[config.mk]
export PLATFORM = sky130hd
export DESIGN_NAME = cbm_cmac
export DESIGN_NICKNAME = d
export VERILOG_FILES = /design/src/cbm_pkg.sv /design/src/cbm_cmac.sv
export SDC_FILE = /design/constraint.sdc
export NUM_CORES = 2
export LEC_CHECK = 0
export ABC_CLOCK_PERIOD_IN_PS = 10500
export CAP_MARGIN = 20
export CORE_MARGIN = 3
export CORE_UTILIZATION = 50
export CTS_CLUSTER_SIZE = 30
export DETAILED_ROUTE_END_ITERATION = 8
export DONT_BUFFER_PORTS = 1
export SLEW_MARGIN = 10
export SYNTH_ARGS = -nofsm -noshare
export SYNTH_HDL_FRONTEND = slang
export SYNTH_SLANG_ARGS = --single-unit
[constraint.sdc]
create_clock -name clk -period 10.5 [get_ports clk]
set_clock_uncertainty 0.2 [all_clocks]
set_input_delay 0 -clock clk [delete_from_list [all_inputs] [get_ports clk]]
set_output_delay 0 -clock clk [all_outputs]
set_load 0.02 [all_outputs]
[src/cbm_pkg.sv]
// Shared types, constants and codes for the complex band-pass mix/FIR core.
// No dependencies; every other file imports this package.
package cbm_pkg;

    // Field widths fixed by the item formats.
    localparam int SAMPLE_W   = 16;
    localparam int PHASE_W    = 32;
    localparam int NTAP_W     = 6;
    localparam int TAP_IDX_W  = 6;
    localparam int FUNC_W     = 2;
    localparam int CFG_IDX_W  = 2;
    localparam int CFG_DATA_W = 32;

    // Default tap count of the delay chain.
    localparam int MAX_TAPS_DEF = 64;

    // Shared complex MAC widths: 32x32 product and a guard-bit accumulator.
    localparam int MAC_PROD_W = 2 * PHASE_W;
    localparam int MAC_ACC_W  = MAC_PROD_W + 2;

    // Item function codes.
    localparam logic [FUNC_W-1:0] FUNC_SAMPLE   = 2'd0;
    localparam logic [FUNC_W-1:0] FUNC_LOAD_TAP = 2'd1;
    localparam logic [FUNC_W-1:0] FUNC_CLEAR    = 2'd2;

    // Configuration register indexes.
    localparam logic [CFG_IDX_W-1:0] CFG_NTAP   = 2'd0;
    localparam logic [CFG_IDX_W-1:0] CFG_INC_RE = 2'd1;
    localparam logic [CFG_IDX_W-1:0] CFG_INC_IM = 2'd2;

    // Reset values.
    localparam logic [NTAP_W-1:0]         NTAP_RESET = 6'd63;
    localparam logic signed [PHASE_W-1:0] ONE_Q30    = 32'sh4000_0000;

    // One complex delay entry.
    typedef struct packed {
        logic signed [SAMPLE_W-1:0] re;
        logic signed [SAMPLE_W-1:0] im;
    } cplx16_t;

    // Control broadcast to every cell of the delay chain.
    typedef struct packed {
        logic                        shift;
        logic                        rotate;
        logic                        clear;
        logic                        tap_we;
        logic [TAP_IDX_W-1:0]        tap_index;
        logic signed [SAMPLE_W-1:0]  tap_value;
    } cell_ctl_t;

    // Control of the shared complex MAC.
    typedef struct packed {
        logic mul_en;
        logic acc_en;
        logic first;
        logic neg;
    } mac_ctl_t;

    // Main sequencer states.
    typedef enum logic [2:0] {
        S_IDLE,
        S_MIX,
        S_SHIFT,
        S_FIR,
        S_FIR_DRAIN,
        S_YRND,
        S_DONE
    } state_t;

    // Sub-phase of one MAC micro-operation.
    typedef enum logic [1:0] {
        PH_MUL,
        PH_ACC,
        PH_WB
    } mac_ph_t;

    // MAC micro-operations, named by their operand pair.
    typedef enum logic [3:0] {
        U_PR_IR,
        U_PI_II,
        U_PR_II,
        U_PI_IR,
        U_XR_PR,
        U_XI_PI,
        U_XR_PI,
        U_XI_PR,
        U_YR_PR,
        U_YI_PI,
        U_YI_PR,
        U_YR_PI
    } uop_t;

endpackage

[src/cbm_cmac.sv]
// Shared 32x32 multiply-accumulate with Q.30 round half up and clipping.
// Depends on cbm_pkg for widths and the MAC control struct.
module cbm_cmac
    import cbm_pkg::*;
(
    input  logic                        clk,
    input  mac_ctl_t                    ctl,
    input  logic signed [PHASE_W-1:0]   a,
    input  logic signed [PHASE_W-1:0]   b,
    output logic signed [PHASE_W-1:0]   q32,
    output logic signed [SAMPLE_W-1:0]  q16,
    output logic                        sat16
);

    localparam logic signed [MAC_ACC_W-1:0] HALF  = MAC_ACC_W'(1) <<< 29;
    localparam logic signed [MAC_ACC_W-1:0] MAX32 = MAC_ACC_W'(64'sd2147483647);
    localparam logic signed [MAC_ACC_W-1:0] MIN32 = MAC_ACC_W'(-64'sd2147483648);
    localparam logic signed [MAC_ACC_W-1:0] MAX16 = MAC_ACC_W'(64'sd32767);
    localparam logic signed [MAC_ACC_W-1:0] MIN16 = MAC_ACC_W'(-64'sd32768);

    logic signed [MAC_PROD_W-1:0] prod_reg;
    logic signed [MAC_ACC_W-1:0]  acc_reg;
    logic signed [MAC_ACC_W-1:0]  prod_ext;
    logic signed [MAC_ACC_W-1:0]  acc_base;
    logic signed [MAC_ACC_W-1:0]  rnd_sum;
    logic signed [MAC_ACC_W-1:0]  rnd;

    assign prod_ext = MAC_ACC_W'(prod_reg);
    assign acc_base = ctl.first ? '0 : acc_reg;

    // Multiply stage, then accumulate stage in the next cycle.
    always_ff @(posedge clk)
    begin
        if (ctl.mul_en)
        begin
            prod_reg <= a * b;
        end
        if (ctl.acc_en)
        begin
            acc_reg <= ctl.neg ? (acc_base - prod_ext) : (acc_base + prod_ext);
        end
    end

    // Round half up to Q.0 of a Q.30 sum, then clip to 32 or 16 bits.
    always_comb
    begin
        rnd_sum = acc_reg + HALF;
        rnd     = rnd_sum >>> 30;

        if (rnd > MAX32)
        begin
            q32 = 32'sh7fff_ffff;
        end
        else if (rnd < MIN32)
        begin
            q32 = 32'sh8000_0000;
        end
        else
        begin
            q32 = rnd[PHASE_W-1:0];
        end

        sat16 = 1'b0;
        if (rnd > MAX16)
        begin
            q16   = 16'sh7fff;
            sat16 = 1'b1;
        end
        else if (rnd < MIN16)
        begin
            q16   = 16'sh8000;
            sat16 = 1'b1;
        end
        else
        begin
            q16 = rnd[SAMPLE_W-1:0];
        end
    end

endmodule

==> qor.csv <==
metric;value;unit
remaining global-route overflow;0;
Synth area leaders;fa_1, edfxtp_1, inv_1;
placed cells;5958;
dpl cell area;0.0471;sq mm
# rows;111;
largest net degree at the start of global routing;67;
Yosys top cell by area;fa_1;
area occupied by multi-input gates;0.0379;sq mm
Top FF cell, synth;edfxtp_1;
post-synthesis async set-or-reset flop share;0;%
most common cell after layout, fill and taps aside;fa_1;
max reg flops;66;
vias per cell;5.45;
XOR/XNOR Fraction of Synth Area;4.33;%
crit-path max FO;32;
clock sinks;130;
crit path time final;7.42;ns
Setup crit start;b[5];
Syn. warnings;0;
worst hold start;ctl[1];
adder-cell share of the synthesized area;53.4;%
Crit Path Class;input port to flip-flop;
Clk pin slew, worst setup/hold paths;0.06;ns
Compound-Gate Fraction of Synth Area;6.89;%
Max-slew headroom;38.6;%
max cap viols;0;
Netlist cell types;87;
Layout Cells excl Fill;6010;
Max Slew Vio Count;0;
DRT Pass-1 Iters;6;
starting density of the core;50.5;%
clk buf depth;2;
setup TNS;0;ns
CP max-delay cell;fa_1;
Mapped Nets;6357;
synthesis-stage register bit count;130;
sequential cell area;0.00390;sq mm
CP startpoint kind;input port;
H-tree Lvls;4;
Synth Instances;4954;
Mapped Avg Cell Area;9.38;sq um
WL per Instance;20.1;um
Seq/Total Area, Yosys;8.40;%
first-pass GRT wire length;196000;um
setup violators final;0;
PnR worst setup slack;3.08;ns
Post-synth EDFFs;130;
clk root buf;clkbuf_16;
core box area;0.0919;sq mm
GR Util All Layers;25.6;%
GPL Wtd Cong;0.908;
Die W;311;um
largest family of logic cells by synthesized area;adder cells;
drt initial violations;1955;
CP endpoint kind;flip-flop;
share of cells above drive strength 1;1.39;%
fmax;0.135;GHz
CTS Buf Count;17;
DP HPWL;98100;um
total length of routed wires;121000;um
Syn Std Cell Area;0.0464;sq mm
via count;32700;
Place WS;2.63;ns
worst path required time;10.49;ns
Slew @ Worst Pin;0.910;ns
run status;finished, final reports clean;
Ports;118;
ANT nets after route;0;
die height;311;um
CTS tree;yes;
Remaining DRCs;0;
R2R cell count;19;
fillers;8649;
Crit Reg-Reg Startpoint;prod_reg[11];
Tcrit/Tclk final;70.6;%
Post CTS Setup Buffer Count;0;
vias in the first global route;34900;
Hold/Removal Path Class;input port to flip-flop;
most frequent cells in the layout;fa_1, inv_1, nand2_1;
number of port buffers;0;
Hold Path Stages;4;
Final Hold Fails;0;
fin nets;6155;
simple-gate share of the synthesized area;16.7;%
share of the synthesized area in the top cell type;46.7;%
full die area;0.0966;sq mm
crit path DAT;7.41;ns
biggest cell delay along the critical path;0.73;ns
unrepaired setup endpoints after global routing;false;
post-synthesis mux area share;0.124;%
Final Cell Area;0.0479;sq mm
clock insertion delay at the later pin of the skew report;0.44;ns
antenna violations before repair;3;
most frequent CP cell;fa_1;
Area growth, synth to finish;3.20;%
metal layers:
layer  up-vias  global-route usage (%)  routed length [um]
met2       873                    43.9               60500
met5         -                   0.198                   0
met4         0                    5.96                2840
met1     17100                    35.1               51400
li1      14600                       -                   -
met3       154                    2.76                5960
logic make-up after synthesis:
logic type                 after synthesis
AOI/OAI and AO/OA                      502
xor gates and xnor gates               229
muxes                                    5
buffers and inverters                 1248
and+or+nand+nor                       1506
DFF                                    130
adders and majority gates             1334
synthesized netlist by cell type (63+ instances only):
cell type and count:
a21oi_1 165, fa_1 1083, nand2_1 560, a21o_1 63, nor2_1 138, nor2b_1 82, clkbuf_1 234, edfxtp_1 130
inv_1 1004, ha_1 251, and2_1 528, xnor2_1 170, o21ai_0 104
what timing repair did:
| action | in CTS | in global routing |
|---|---|---|
| endpoints found under the hold margin | 169 | 0 |
| resized for setup | 0 | 0 |
| hold buffers | 17 | 0 |
| endpoints found under the setup margin | 0 | 0 |
layout make-up:
class	count	share of cell area, %
tap	1243	3.24
inverter	1004	7.86
clock buffer	18	0.895
clock inverter	14	0.337
multi-input combinational	3576	79.0
antenna	2	0.0104
sequential	130	8.14
timing repair buffer	23	0.543
worst max-delay path: cells and delay by family:
family | cells | cell delay [ns]
fa+ha+maj | 9 | 4.76
compound gates | 6 | 1.36
buf+inv | 7 | 0.88
simple gates | 2 | 0.23
xor+xnor | 1 | 0.15
final timing paths:
check	to	slack (ns)
worst max-delay path	prod_reg[62]	3.08
worst max register to register	acc_reg[59]	4.40
worst min-delay path	acc_reg[0]	0.01
worst min register to register	acc_reg[0]	0.55
per-stage QoR:
step / hold slack [ns] / utilization [%]
2_1_floorplan: -0.0875 / -
6_report: 0.0140 / 52.1
3_3_place_gp: -0.0820 / 51.2
5_1_grt: 0.0311 / 52.1
3_5_place_dp: -0.0817 / 51.2
4_1_cts: 0.00106 / 52.1
Power is not shown: default switching activity piles up to over one toggle a cycle in this logic, so the estimate is an artifact.
