**src/cbm_pkg.sv**
```systemverilog
// Shared types, constants and codes for the complex band-pass mix/FIR core.
// No dependencies; every other file imports this package.
package cbm_pkg;

    // Field widths fixed by the item formats.
    localparam int SAMPLE_W   = 16;
    localparam int PHASE_W    = 32;
    localparam int NTAP_W     = 6;
    localparam int TAP_IDX_W  = 6;
    localparam int FUNC_W     = 2;
    localparam int CFG_IDX_W  = 2;
    localparam int CFG_DATA_W = 32;

    // Default tap count of the delay chain.
    localparam int MAX_TAPS_DEF = 64;

    // Shared complex MAC widths: 32x32 product and a guard-bit accumulator.
    localparam int MAC_PROD_W = 2 * PHASE_W;
    localparam int MAC_ACC_W  = MAC_PROD_W + 2;

    // Item function codes.
    localparam logic [FUNC_W-1:0] FUNC_SAMPLE   = 2'd0;
    localparam logic [FUNC_W-1:0] FUNC_LOAD_TAP = 2'd1;
    localparam logic [FUNC_W-1:0] FUNC_CLEAR    = 2'd2;

    // Configuration register indexes.
    localparam logic [CFG_IDX_W-1:0] CFG_NTAP   = 2'd0;
    localparam logic [CFG_IDX_W-1:0] CFG_INC_RE = 2'd1;
    localparam logic [CFG_IDX_W-1:0] CFG_INC_IM = 2'd2;

    // Reset values.
    localparam logic [NTAP_W-1:0]         NTAP_RESET = 6'd63;
    localparam logic signed [PHASE_W-1:0] ONE_Q30    = 32'sh4000_0000;

    // One complex delay entry.
    typedef struct packed {
        logic signed [SAMPLE_W-1:0] re;
        logic signed [SAMPLE_W-1:0] im;
    } cplx16_t;

    // Control broadcast to every cell of the delay chain.
    typedef struct packed {
        logic                        shift;
        logic                        rotate;
        logic                        clear;
        logic                        tap_we;
        logic [TAP_IDX_W-1:0]        tap_index;
        logic signed [SAMPLE_W-1:0]  tap_value;
    } cell_ctl_t;

    // Control of the shared complex MAC.
    typedef struct packed {
        logic mul_en;
        logic acc_en;
        logic first;
        logic neg;
    } mac_ctl_t;

    // Main sequencer states.
    typedef enum logic [2:0] {
        S_IDLE,
        S_MIX,
        S_SHIFT,
        S_FIR,
        S_FIR_DRAIN,
        S_YRND,
        S_DONE
    } state_t;

    // Sub-phase of one MAC micro-operation.
    typedef enum logic [1:0] {
        PH_MUL,
        PH_ACC,
        PH_WB
    } mac_ph_t;

    // MAC micro-operations, named by their operand pair.
    typedef enum logic [3:0] {
        U_PR_IR,
        U_PI_II,
        U_PR_II,
        U_PI_IR,
        U_XR_PR,
        U_XI_PI,
        U_XR_PI,
        U_XI_PR,
        U_YR_PR,
        U_YI_PI,
        U_YI_PR,
        U_YR_PI
    } uop_t;

endpackage

```
**src/cbm_cell.sv**
```systemverilog
// One cell of the delay chain: holds a complex delay entry and its tap.
// Depends on cbm_pkg for the entry type and the chain control struct.
module cbm_cell
    import cbm_pkg::*;
#(
    parameter int CELL_IDX = 0
) (
    input  logic                        clk,
    input  logic                        rst_n,
    input  cell_ctl_t                   ctl,
    input  cplx16_t                     shift_in,
    input  cplx16_t                     rot_d_in,
    input  logic signed [SAMPLE_W-1:0]  rot_t_in,
    output cplx16_t                     d,
    output logic signed [SAMPLE_W-1:0]  tap
);

    cplx16_t                     d_reg;
    logic signed [SAMPLE_W-1:0]  tap_reg;
    logic                        tap_hit;

    // A tap load only lands in the cell whose position matches the index.
    assign tap_hit = ctl.tap_we && (int'(ctl.tap_index) == CELL_IDX);

    // Delay entry: clear, shift in a new sample, or rotate toward the head.
    always_ff @(posedge clk or negedge rst_n)
    begin
        if (!rst_n)
        begin
            d_reg <= '0;
        end
        else if (ctl.clear)
        begin
            d_reg <= '0;
        end
        else if (ctl.shift)
        begin
            d_reg <= shift_in;
        end
        else if (ctl.rotate)
        begin
            d_reg <= rot_d_in;
        end
    end

    // Tap word: loaded by index, and rotated along with the delay entries.
    always_ff @(posedge clk or negedge rst_n)
    begin
        if (!rst_n)
        begin
            tap_reg <= '0;
        end
        else if (tap_hit)
        begin
            tap_reg <= ctl.tap_value;
        end
        else if (ctl.rotate)
        begin
            tap_reg <= rot_t_in;
        end
    end

    assign d   = d_reg;
    assign tap = tap_reg;

endmodule

```
**config.mk**
```make
export PLATFORM = sky130hd
export DESIGN_NAME = cbm_cell
export DESIGN_NICKNAME = d
export VERILOG_FILES = /design/src/cbm_pkg.sv /design/src/cbm_cell.sv
export SDC_FILE = /design/constraint.sdc
export NUM_CORES = 1
export LEC_CHECK = 0
export BUFFER_PORTS_ARGS = -buffer_cell sky130_fd_sc_hd__buf_2
export CAP_MARGIN = 20
export CELL_PAD_IN_SITES_DETAIL_PLACEMENT = 1
export CELL_PAD_IN_SITES_GLOBAL_PLACEMENT = 2
export CORE_UTILIZATION = 25
export CTS_CLUSTER_DIAMETER = 100
export DETAILED_ROUTE_END_ITERATION = 7
export PLACE_DENSITY_LB_ADDON = 0.1
export SLEW_MARGIN = 20
export SYNTH_ARGS = -nofsm -noshare
export SYNTH_HDL_FRONTEND = slang
export SYNTH_SLANG_ARGS = --single-unit
```
**constraint.sdc**
```tcl
create_clock -name clk -period 1.3 [get_ports clk]
set_input_delay 0.065 -clock clk [delete_from_list [all_inputs] [get_ports clk]]
set_output_delay 0.065 -clock clk [all_outputs]
set_load 0.01 [all_outputs]
```
==> results.txt, run 1 <==
----------------------------------------------------
[Route]
  Routed via count divided by cell count ... 4.29
  Router iterations before antenna repair ... 3
  Violation count after the first detailed-routing iteration ... 38
  Total detailed-routing wirelength ... 7.21 mm
  Number of nets still failing antenna checks after routing ... 0
  Remaining routing DRC violations ... 0
  Average routed wire per standard cell ... 14.4 um
  DR vias ... 2154

[Job]
  Number of violations of the max-capacitance limit ... 0

[STA]
  Final number of max-transition violations ... 0
  Hold violation count in the final report ... 0
  Total negative slack ... 0 ns
  Setup skew after layout ... 0 ns
  Ratio of final minimum period to clock period ... 79.8%
  Slew at the pin with the worst max-slew slack ... 0.360 ns
  Unrepaired setup endpoints after global routing ... no
  Relative slew margins ... 76.0%
  Highest achievable clock rate ... 0.965 GHz
  Period minus WS final ... 1.04 ns
  Least setup slack across all paths after layout ... 0.263 ns
  Final setup vio count ... 0

[Power]
  Static leakage power ... 0.00204 uW
  PnR Total Power ... 3730 uW
  Worst voltage drop across the vdd grid ... 0.483 mV
  Cell Pwr Density ... 981 nW/um2

[Final layout]
  Max FFs per register ... 32
  Final net count ... 476
  Fin util ... 38.9%
  Count of inserted antenna diode cells ... 0
  Layout cells sized above 1 ... 63.4%
  Relative area change from synthesis to final layout ... 51.5%

[Placed design]
  Place WS ... 0.0708 ns
  I/O Buffers ... 155
  Placer congestion estimate ... 0.699
  Detailed Place HPWL ... 5.22 mm

[GRT]
  Congestion Overflow GR ... 0
  Wire length of the first global-routing pass ... 11.2 mm
  Number of antenna violations at the first check in global routing ... 0
  Total global-route track usage ... 14.1%
  Pin count of the biggest net entering global routing ... 49
  Vias in the first global route ... 2275

[Setup path]
  FF-to-FF setup slack ... 0.26 ns
  CP Class ... flop to flop
  Largest fanout on the critical path ... 2
  Instance count on the critical path ... 2
  Logic depth of the worst register-to-register path ... 2
  Worst path max stage delay ... 0.41 ns
  Type of origin of the critical path ... flop
  Critical path cell sequence ... mux2_2, mux2_4
  CP Data Arrival Time ... 1.23 ns
  Worst path bufs/invs ... 0
  Worst endpoint required time ... 1.49 ns
  Cell type of the slowest stage on the worst timing path ... sky130_fd_sc_hd__dfrtp_1
  Endpoint class of the critical path ... flop
  Reg2Reg Launch Point ... tap[8]
  Family with the most delay on the worst path ... multiplexers
  Crit Reg-Reg Endpoint ... tap[8]

[Logic synthesis]
  Mean Syn Cell Area ... 13.1 um2
  Mux share of post-synthesis cell area ... 42.9%
  Area share of fa/ha/maj cells after synthesis ... 0%
  Distinct cell type count of the synthesized netlist ... 12
  Summed instance area of the synthesized netlist ... 2510 um2
  Share of the synthesized netlist area taken by xor and xnor gates ... 0%
  Register bit count reported by yosys ... 48
  Register area share after synthesis ... 47.8%
  Simple-gate portion of the synthesized area ... 6.38%
  Total number of yosys warnings ... 0
  Net Count, Synth ... 300
  Dominant combinational cell family by area after synthesis ... multiplexers
  Number of cells produced by synthesis ... 192
  Fraction of the mapped netlist area in compound gates ... 0%

[Clock tree]
  Largest buffer count on any clock path ... 2
  Total setup buffers inserted after CTS ... 0
  Clock latency on the worst-skew pair ... 0.29 ns
  Clock tree from TritonCTS ... yes
  Clock root cell ... sky130_fd_sc_hd__clkbuf_8
  Clock-pin slew on the worst setup and hold paths ... 0.09 ns
  CTS Sinks ... 48
  Htree depth ... 2
  TritonCTS Buffers ... 5

[Floorplan]
  Number of standard-cell rows in the floorplan ... 36
  Number of top-level pins ... 156
  Initial cell density of the core ... 25.7%
  Placeable core area ... 9770 um2
  DIE HEIGHT ... 102 um
  Area enclosed by the die boundary ... 10400 um2
  Die width ... 102 um

[Worst hold path]
  Beginning of the worst hold path ... shift_in[7]
  Hold depth ... 3
  Worst min-delay path endpoint ... d[7]
  Worst min-delay path class ... primary input to flop

[Status]
  Run status ... complete, no violations

----------------------------------------------------
==> how the worst max path moves through the flow <==
stage / start / to
after detailed placement: ctl[20] / tap[14]
final: tap[8] / tap[8]
after global routing: tap[8] / tap[8]
after CTS: tap[7] / tap[7]
after global placement: ctl[20] / tap[12]
after floorplan: ctl[17] / tap[10]
==> cell families (layout without fill, tap and decap cells) <==
family | after synthesis | count (layout)
muxes | 96 | 96
and+or+nand+nor | 35 | 35
DFF | 48 | 48
buffers and inverters | 13 | 190
==> worst reg2reg max path, stage by stage (launching register included) <==
cell and delay, ns:
sky130_fd_sc_hd__dfrtp_1 0.41, sky130_fd_sc_hd__mux2_2 0.27, sky130_fd_sc_hd__mux2_4 0.26
==> cell type report <==
cell class                 count  area (um2)
multi-input combinational    131        1240
clock inverter                 1        30.0
sequential                    48        1200
tap                          133         166
timing repair buffer         182        1070
fill                        1122        5970
clock buffer                   7        96.3
==> power breakdown <==
group          switching (uW)  leakage, uW  internal (uW)
Sequential               58.8     0.000605           1610
Combinational             360      0.00137            501
Clock                     521    0.0000645            680
==> cells in the mapped netlist <==
master                     count  area, um2
sky130_fd_sc_hd__clkbuf_1      4       15.0
sky130_fd_sc_hd__nor2_1       32        120
sky130_fd_sc_hd__dfrtp_1      48       1200
sky130_fd_sc_hd__mux2_4       10        150
sky130_fd_sc_hd__nor3_1        1       5.00
sky130_fd_sc_hd__buf_6         1       11.3
sky130_fd_sc_hd__nor4b_4       1       23.8
sky130_fd_sc_hd__mux2i_1      32        320
sky130_fd_sc_hd__buf_4         2       15.0
sky130_fd_sc_hd__buf_2         6       30.0
sky130_fd_sc_hd__nand2_4       1       11.3
sky130_fd_sc_hd__mux2_2       54        608
==> timing repair <==
| item | 4_1_cts | 5_1_grt |
|---|---|---|
| endpoints found under the setup margin | 0 | 0 |
| endpoints found under the hold margin | 69 | 0 |
| hold buffers | 22 | 0 |
| resized for setup | 0 | 0 |
==> routing by layer <==
metal	GRT usage [%]	up-vias	share of wire (%)
met3	3.35	4	6.3
li1	-	1020	-
met4	3.63	0	0.73
met1	17.3	1044	43
met2	24.6	86	50
met5	0	-	0
==> through the flow <==
step	instances	instance area (um2)	hold slack (ns)
3_3_place_gp	472	3460	0.0789
5_1_grt	502	3800	0.00328
4_1_cts	502	3800	0.000155
3_5_place_dp	472	3460	0.0861
6_report	502	3800	0.00492
2_1_floorplan	192	2510	-0.231
==> cells in the final DEF, fill, tap and decap left out, drive strengths merged <==
cell,instances
buf,160
mux2,64
dfrtp,48
mux2i,32
nor2,32
dlygate4sd3,22
clkbuf,7
nor4b,1
nor3,1
nand2,1
bufinv,1
(Power assumes the default switching activity.)
==> run 2: changes to the inputs <==
==> constraint.sdc (replaced) <==
create_clock -name clk -period 1 [get_ports clk]
set_input_delay 0.05 -clock clk [delete_from_list [all_inputs] [get_ports clk]]
set_output_delay 0.05 -clock clk [all_outputs]
set_load 0.01 [all_outputs]
==> results.txt, run 2 (same netlist as run 1, synthesis figures left out) <==
----------------------------------------------------
[Setup path]
  Worst path max stage delay ... 0.40 ns (about the same)
  Worst path bufs/invs ... 0 (unchanged)
  CP Data Arrival Time ... 1.22 ns (about the same)
  CP Class ... flop to flop
  Worst endpoint required time ... 1.19 ns (-0.30 ns)
  Critical path cell sequence ... mux2_4, mux2_4
  Logic depth of the worst register-to-register path ... 2 (unchanged)
  Cell type of the slowest stage on the worst timing path ... sky130_fd_sc_hd__dfrtp_1
  End point of the critical path ... tap[0]
  Instance count on the critical path ... 2 (unchanged)
  Crit. Startpoint ... tap[0]
  Crit Reg-Reg Endpoint ... tap[0]
  Largest fanout on the critical path ... 2 (unchanged)
  Reg2Reg Launch Point ... tap[0]
  Most Frequent Cell on Critical Path ... sky130_fd_sc_hd__mux2_4
  Endpoint class of the critical path ... flop
  FF-to-FF setup slack ... -0.04 ns (-0.30 ns)
  Family with the most delay on the worst path ... multiplexers
  Type of origin of the critical path ... flop

[Final layout]
  Fin util ... 41.2% (+2.3 points)
  Top library cells by usage in the layout, fill and taps aside ... sky130_fd_sc_hd__buf_2 (153), sky130_fd_sc_hd__dfrtp_1 (48), sky130_fd_sc_hd__mux2_2 (47)
  Count of inserted antenna diode cells ... 0 (unchanged)
  Final cell count without fillers ... 521 (+3.8%)
  Layout cells sized above 1 ... 61.1% (-2.3 points)
  Relative area change from synthesis to final layout ... 60.5%
  Number of fill cells in the layout ... 1148 (+2.3%)
  Leading cell type in the layout, fill and taps excluded ... sky130_fd_sc_hd__buf_2
  Final net count ... 496 (+4.2%)
  Max FFs per register ... 32 (unchanged)

[Power]
  Switching power share of the total ... 27.3% (+2.1 points)
  Cell Pwr Density ... 1140 nW/um2 (+16%)
  Internal portion of total power ... 3330 uW (+19%)
  Clock power frac ... 25.2% (-7.0 points)
  Register share of total power ... 47.4% (+2.7 points)
  Reported net switching power ... 1250 uW (+33%)
  Combinational share of power ... 27.4% (+4.3 points)
  Worst voltage drop across the vdd grid ... 0.490 mV (+1.6%)
  Static leakage power ... 0.00215 uW (+5.5%)

[GRT]
  Congestion Overflow GR ... 0 (unchanged)
  Number of antenna violations at the first check in global routing ... 0 (unchanged)
  Pin count of the biggest net entering global routing ... 49 (unchanged)
  Vias in the first global route ... 2354 (+3.5%)
  Wire length of the first global-routing pass ... 11.6 mm (+3.7%)
  Total global-route track usage ... 14.5% (+0.47 points)

[Placed design]
  Detailed Place HPWL ... 5.24 mm (+0.41%)
  Placer congestion estimate ... 0.678 (-3.0%)
  I/O Buffers ... 155 (unchanged)
  DP Cell Count ... 476 (+0.85%)

[STA]
  Slew at the pin with the worst max-slew slack ... 0.292 ns (-0.0675 ns)
  Least setup slack across all paths after layout ... -0.0360 ns (-0.299 ns)
  Total negative slack ... -0.175 ns (-0.175 ns)
  Unrepaired setup endpoints after global routing ... yes
  Relative slew margins ... 80.5% (+4.5 points)
  Min Hold Slack ... 0.00153 ns (-0.00338 ns)
  Final number of max-transition violations ... 0 (unchanged)
  Period minus WS final ... 1.04 ns (-0.000758 ns)
  Highest achievable clock rate ... 0.965 GHz (about the same)
  Setup skew after layout ... 0 ns (unchanged)
  Ratio of final minimum period to clock period ... 104% (+24 points)
  Hold violation count in the final report ... 0 (unchanged)
  Final setup vio count ... 13 (+13)

[Route]
  DR vias ... 2237 (+3.9%)
  Violation count after the first detailed-routing iteration ... 47 (+24%)
  Routed via count divided by cell count ... 4.29 (about the same)
  Total detailed-routing wirelength ... 7.60 mm (+5.4%)
  Average routed wire per standard cell ... 14.6 um (+1.5%)
  Router iterations before antenna repair ... 2 (-1)
  Remaining routing DRC violations ... 0 (unchanged)
  Number of nets still failing antenna checks after routing ... 0 (unchanged)

[Status]
  Run status ... finished, violations left
  Failing checks ... setup timing

[Clock tree]
  TritonCTS Buffers ... 5 (unchanged)
  Largest buffer count on any clock path ... 2 (unchanged)
  Clock tree from TritonCTS ... yes
  CTS Sinks ... 48 (unchanged)
  Clock latency on the worst-skew pair ... 0.29 ns (about the same)
  Clock-pin slew on the worst setup and hold paths ... 0.09 ns (about the same)
  Htree depth ... 2 (unchanged)
  Clock root cell ... sky130_fd_sc_hd__clkbuf_8

[Floorplan]
  Die width ... 102 um (unchanged)
  Initial cell density of the core ... 25.7% (unchanged)
  Placeable core area ... 9770 um2 (unchanged)
  Number of standard-cell rows in the floorplan ... 36 (unchanged)
  Number of top-level pins ... 156 (unchanged)
  Area enclosed by the die boundary ... 10400 um2 (unchanged)
  DIE HEIGHT ... 102 um (unchanged)

[Job]
  Number of violations of the max-capacitance limit ... 0 (unchanged)

[Worst hold path]
  Worst min-delay path class ... primary input to flop

----------------------------------------------------
[run 2: worst register-to-register path: cells and delay by family, from the launching register on]
family / cells / cell delay [ns]
multiplexers: 2 / 0.52
flip-flops: 1 / 0.40
[run 2: repair_timing]
action,4_1_cts,5_1_grt
hold buffers,38,0
pin swaps,0,5
endpoints found under the setup margin,18,24
hold endpoints to repair,85,0
setup buffers,0,0
gates resized for setup,7,3
[run 2: power groups by stage]
stage	clock network, uW	logic, uW	registers [uW]
after floorplan	0	488	2280
final	1150	1250	2170
after detailed placement	0	1120	2210
after CTS	1230	1270	2180
after global routing	1280	1370	2200
after global placement	0	1100	2210
[run 2: stage by stage]
step,total power (uW),setup WS [ns],instance area (um2)
2_1_floorplan,2770,-0.0357,2530
3_3_place_gp,3310,-0.179,3530
3_5_place_dp,3330,-0.191,3530
4_1_cts,4670,-0.0431,4020
5_1_grt,4840,-0.0601,4030
6_report,4580,-0.0360,4030
[run 2: area by class of cell]
cell class                 count  area [um2]  area share, %
tap                          133         166           4.13
sequential                    48        1200           29.8
multi-input combinational    131        1270           31.5
clock inverter                 1        5.00          0.124
timing repair buffer         202        1320           32.6
clock buffer                   6        72.6           1.80
[run 2: worst min path at each step]
stage	start	end	depth (start not counted)
global route	shift_in[13]	d[13]	3
detailed placement	rst_n	d[13]	2
finish	shift_in[25]	d[25]	3
floorplan	rst_n	d[0]	0
CTS	shift_in[25]	d[25]	3
global placement	rst_n	d[13]	2
[run 2: routing by layer]
| layer | global-route usage (%) | share of wire [%] | vias to the layer above |
|---|---|---|---|
| li1 | - | - | 1065 |
| met1 | 17.6 | 43 | 1082 |
| met2 | 26.1 | 52 | 86 |
| met3 | 2.87 | 5.2 | 4 |
| met4 | 4.07 | 0.80 | 0 |
| met5 | 0 | 0 | - |
==> run 3: changes to the inputs <==
--- a/config.mk
+++ b/config.mk
@@ -13,7 +13,9 @@
 export CTS_CLUSTER_DIAMETER = 100
 export DETAILED_ROUTE_END_ITERATION = 7
 export PLACE_DENSITY_LB_ADDON = 0.1
+export SETUP_SLACK_MARGIN = 0.1
 export SLEW_MARGIN = 20
 export SYNTH_ARGS = -nofsm -noshare
 export SYNTH_HDL_FRONTEND = slang
 export SYNTH_SLANG_ARGS = --single-unit
+export TNS_END_PERCENT = 20
==> results.txt, run 3 (same netlist as run 1, synthesis figures left out) <==
----------------------------------------------------
[GRT]
  Pin count of the biggest net entering global routing ... 49 (unchanged)
  Congestion Overflow GR ... 0 (unchanged)
  Wire length of the first global-routing pass ... 11.2 mm (-3.1%)
  Number of antenna violations at the first check in global routing ... 0 (unchanged)
  Total global-route track usage ... 14.0% (-0.50 points)
  Vias in the first global route ... 2297 (-2.4%)

[Clock tree]
  Largest buffer count on any clock path ... 2 (unchanged)
  Total setup buffers inserted after CTS ... 0 (unchanged)
  Clock root cell ... sky130_fd_sc_hd__clkbuf_8
  Clock-pin slew on the worst setup and hold paths ... 0.09 ns (about the same)
  Clock tree from TritonCTS ... yes
  TritonCTS Buffers ... 5 (unchanged)
  Clock latency on the worst-skew pair ... 0.30 ns (about the same)
  Htree depth ... 2 (unchanged)
  CTS Sinks ... 48 (unchanged)

[Final layout]
  Max FFs per register ... 32 (unchanged)
  Relative area change from synthesis to final layout ... 59.7%
  Top library cells by usage in the layout, fill and taps aside ... sky130_fd_sc_hd__buf_2 (150), sky130_fd_sc_hd__dfrtp_1 (48), sky130_fd_sc_hd__mux2_2 (34)
  Fin util ... 41.0% (-0.19 points)
  Cell area after layout ... 4010 um2 (-0.47%)
  Number of fill cells in the layout ... 1127 (-1.8%)
  Final net count ... 487 (-1.8%)
  Leading cell type in the layout, fill and taps excluded ... sky130_fd_sc_hd__buf_2
  Count of inserted antenna diode cells ... 0 (unchanged)
  Layout cells sized above 1 ... 61.6% (+0.50 points)

[STA]
  Unrepaired setup endpoints after global routing ... yes
  Setup skew after layout ... 0 ns (unchanged)
  Least setup slack across all paths after layout ... -0.0204 ns (+0.0156 ns)
  Ratio of final minimum period to clock period ... 102% (-1.6 points)
  Period minus WS final ... 1.02 ns (-0.0156 ns)
  Final number of max-transition violations ... 0 (unchanged)
  Final setup vio count ... 8 (-5)
  Highest achievable clock rate ... 0.980 GHz (+1.5%)
  Slew at the pin with the worst max-slew slack ... 0.296 ns (+0.00349 ns)
  Relative slew margins ... 80.3% (-0.23 points)
  Hold violation count in the final report ... 2 (+2)
  Min Hold Slack ... -0.00604 ns (-0.00757 ns)

[Placed design]
  Area of placed instances ... 3490 um2 (-0.99%)
  Detailed Place HPWL ... 5.11 mm (-2.6%)
  Placer congestion estimate ... 0.752 (+11%)
  I/O Buffers ... 155 (unchanged)

[Setup path]
  Largest fanout on the critical path ... 2 (unchanged)
  Reg2Reg Launch Point ... tap[7]
  CP Data Arrival Time ... 1.22 ns (about the same)
  Endpoint class of the critical path ... flop
  FF-to-FF setup slack ... -0.02 ns (+0.02 ns)
  CP Class ... flop to flop
  Type of origin of the critical path ... flop
  Worst endpoint required time ... 1.19 ns (about the same)
  Crit. Startpoint ... tap[7]

[Floorplan]
  Area enclosed by the die boundary ... 10400 um2 (unchanged)
  Placeable core area ... 9770 um2 (unchanged)
  Number of standard-cell rows in the floorplan ... 36 (unchanged)
  Initial cell density of the core ... 25.7% (unchanged)
  Die width ... 102 um (unchanged)
  DIE HEIGHT ... 102 um (unchanged)
  Number of top-level pins ... 156 (unchanged)

[Worst hold path]
  Beginning of the worst hold path ... shift_in[27]
  Worst min-delay path class ... primary input to flop

[Route]
  Number of nets still failing antenna checks after routing ... 0 (unchanged)
  Violation count after the first detailed-routing iteration ... 33 (-30%)
  Total detailed-routing wirelength ... 7.40 mm (-2.6%)
  DR vias ... 2212 (-1.1%)
  Routed via count divided by cell count ... 4.31 (+0.42%)
  Router iterations before antenna repair ... 3 (+1)
  Average routed wire per standard cell ... 14.4 um (-1.1%)
  Remaining routing DRC violations ... 0 (unchanged)

[Power]
  Worst voltage drop across the vdd grid ... 0.551 mV (+12%)
  Static leakage power ... 0.00216 uW (+0.38%)
  PnR Total Power ... 4640 uW (+1.4%)
  Cell Pwr Density ... 1160 nW/um2 (+1.9%)

[Status]
  Failing checks ... hold timing, setup timing
  Run status ... finished, violations left

[Job]
  Number of violations of the max-capacitance limit ... 0 (unchanged)

----------------------------------------------------
==> run 3: final timing paths <==
kind | endpoint | cells after the start
setup / recovery | tap[7] | 2
hold / removal | d[27] | 3
setup reg to reg | tap[7] | 2
hold reg to reg | tap[1] | 2
max in group asynchronous | d[4] | 3
min in group asynchronous | d[25] | 3
==> run 3: report_power, final <==
part           internal [uW]  leakage, uW  switching, uW
Sequential              2100     0.000605           78.3
Combinational            751      0.00151            490
Clock                    566    0.0000455            663
Total                   3410      0.00216           1230
==> run 3: layout make-up <==
type | instances | area [um2] | area share (%)
flip-flops and latches | 48 | 1200 | 29.9
multi-input cells | 131 | 1320 | 32.9
repair buffers | 193 | 1230 | 30.8
clock buffers | 8 | 90.1 | 2.25
well taps | 133 | 166 | 4.15
==> run 3: metal layers <==
metal | up-vias | global-route usage (%) | routed length, um
met5 | - | 0 | 0
met4 | 0 | 3.63 | 71
met3 | 6 | 3.83 | 529
met2 | 90 | 23.6 | 3600
met1 | 1076 | 17.8 | 3200
li1 | 1040 | - | -
==> run 3: timing repair <==
item	in CTS	in global routing
gates resized for setup	8	18
hold endpoints to repair	78	1
pin swaps	19	16
hold buffers	31	1
endpoints found under the setup margin	53	94
==> run 3: per-stage QoR <==
step,std cells,setup slack (ns),setup TNS [ns]
4_1_cts,512,-0.0185,-0.0997
2_1_floorplan,192,-0.0357,-0.833
3_5_place_dp,473,-0.200,-4.80
5_1_grt,513,-0.0593,-0.686
6_report,513,-0.0204,-0.0745
3_3_place_gp,473,-0.201,-4.27
==> run 3: worst max-delay path: stages (launching register included) <==
cell and delay (ns):
sky130_fd_sc_hd__dfrtp_1 0.40, sky130_fd_sc_hd__mux2_4 0.27, sky130_fd_sc_hd__mux2_4 0.25
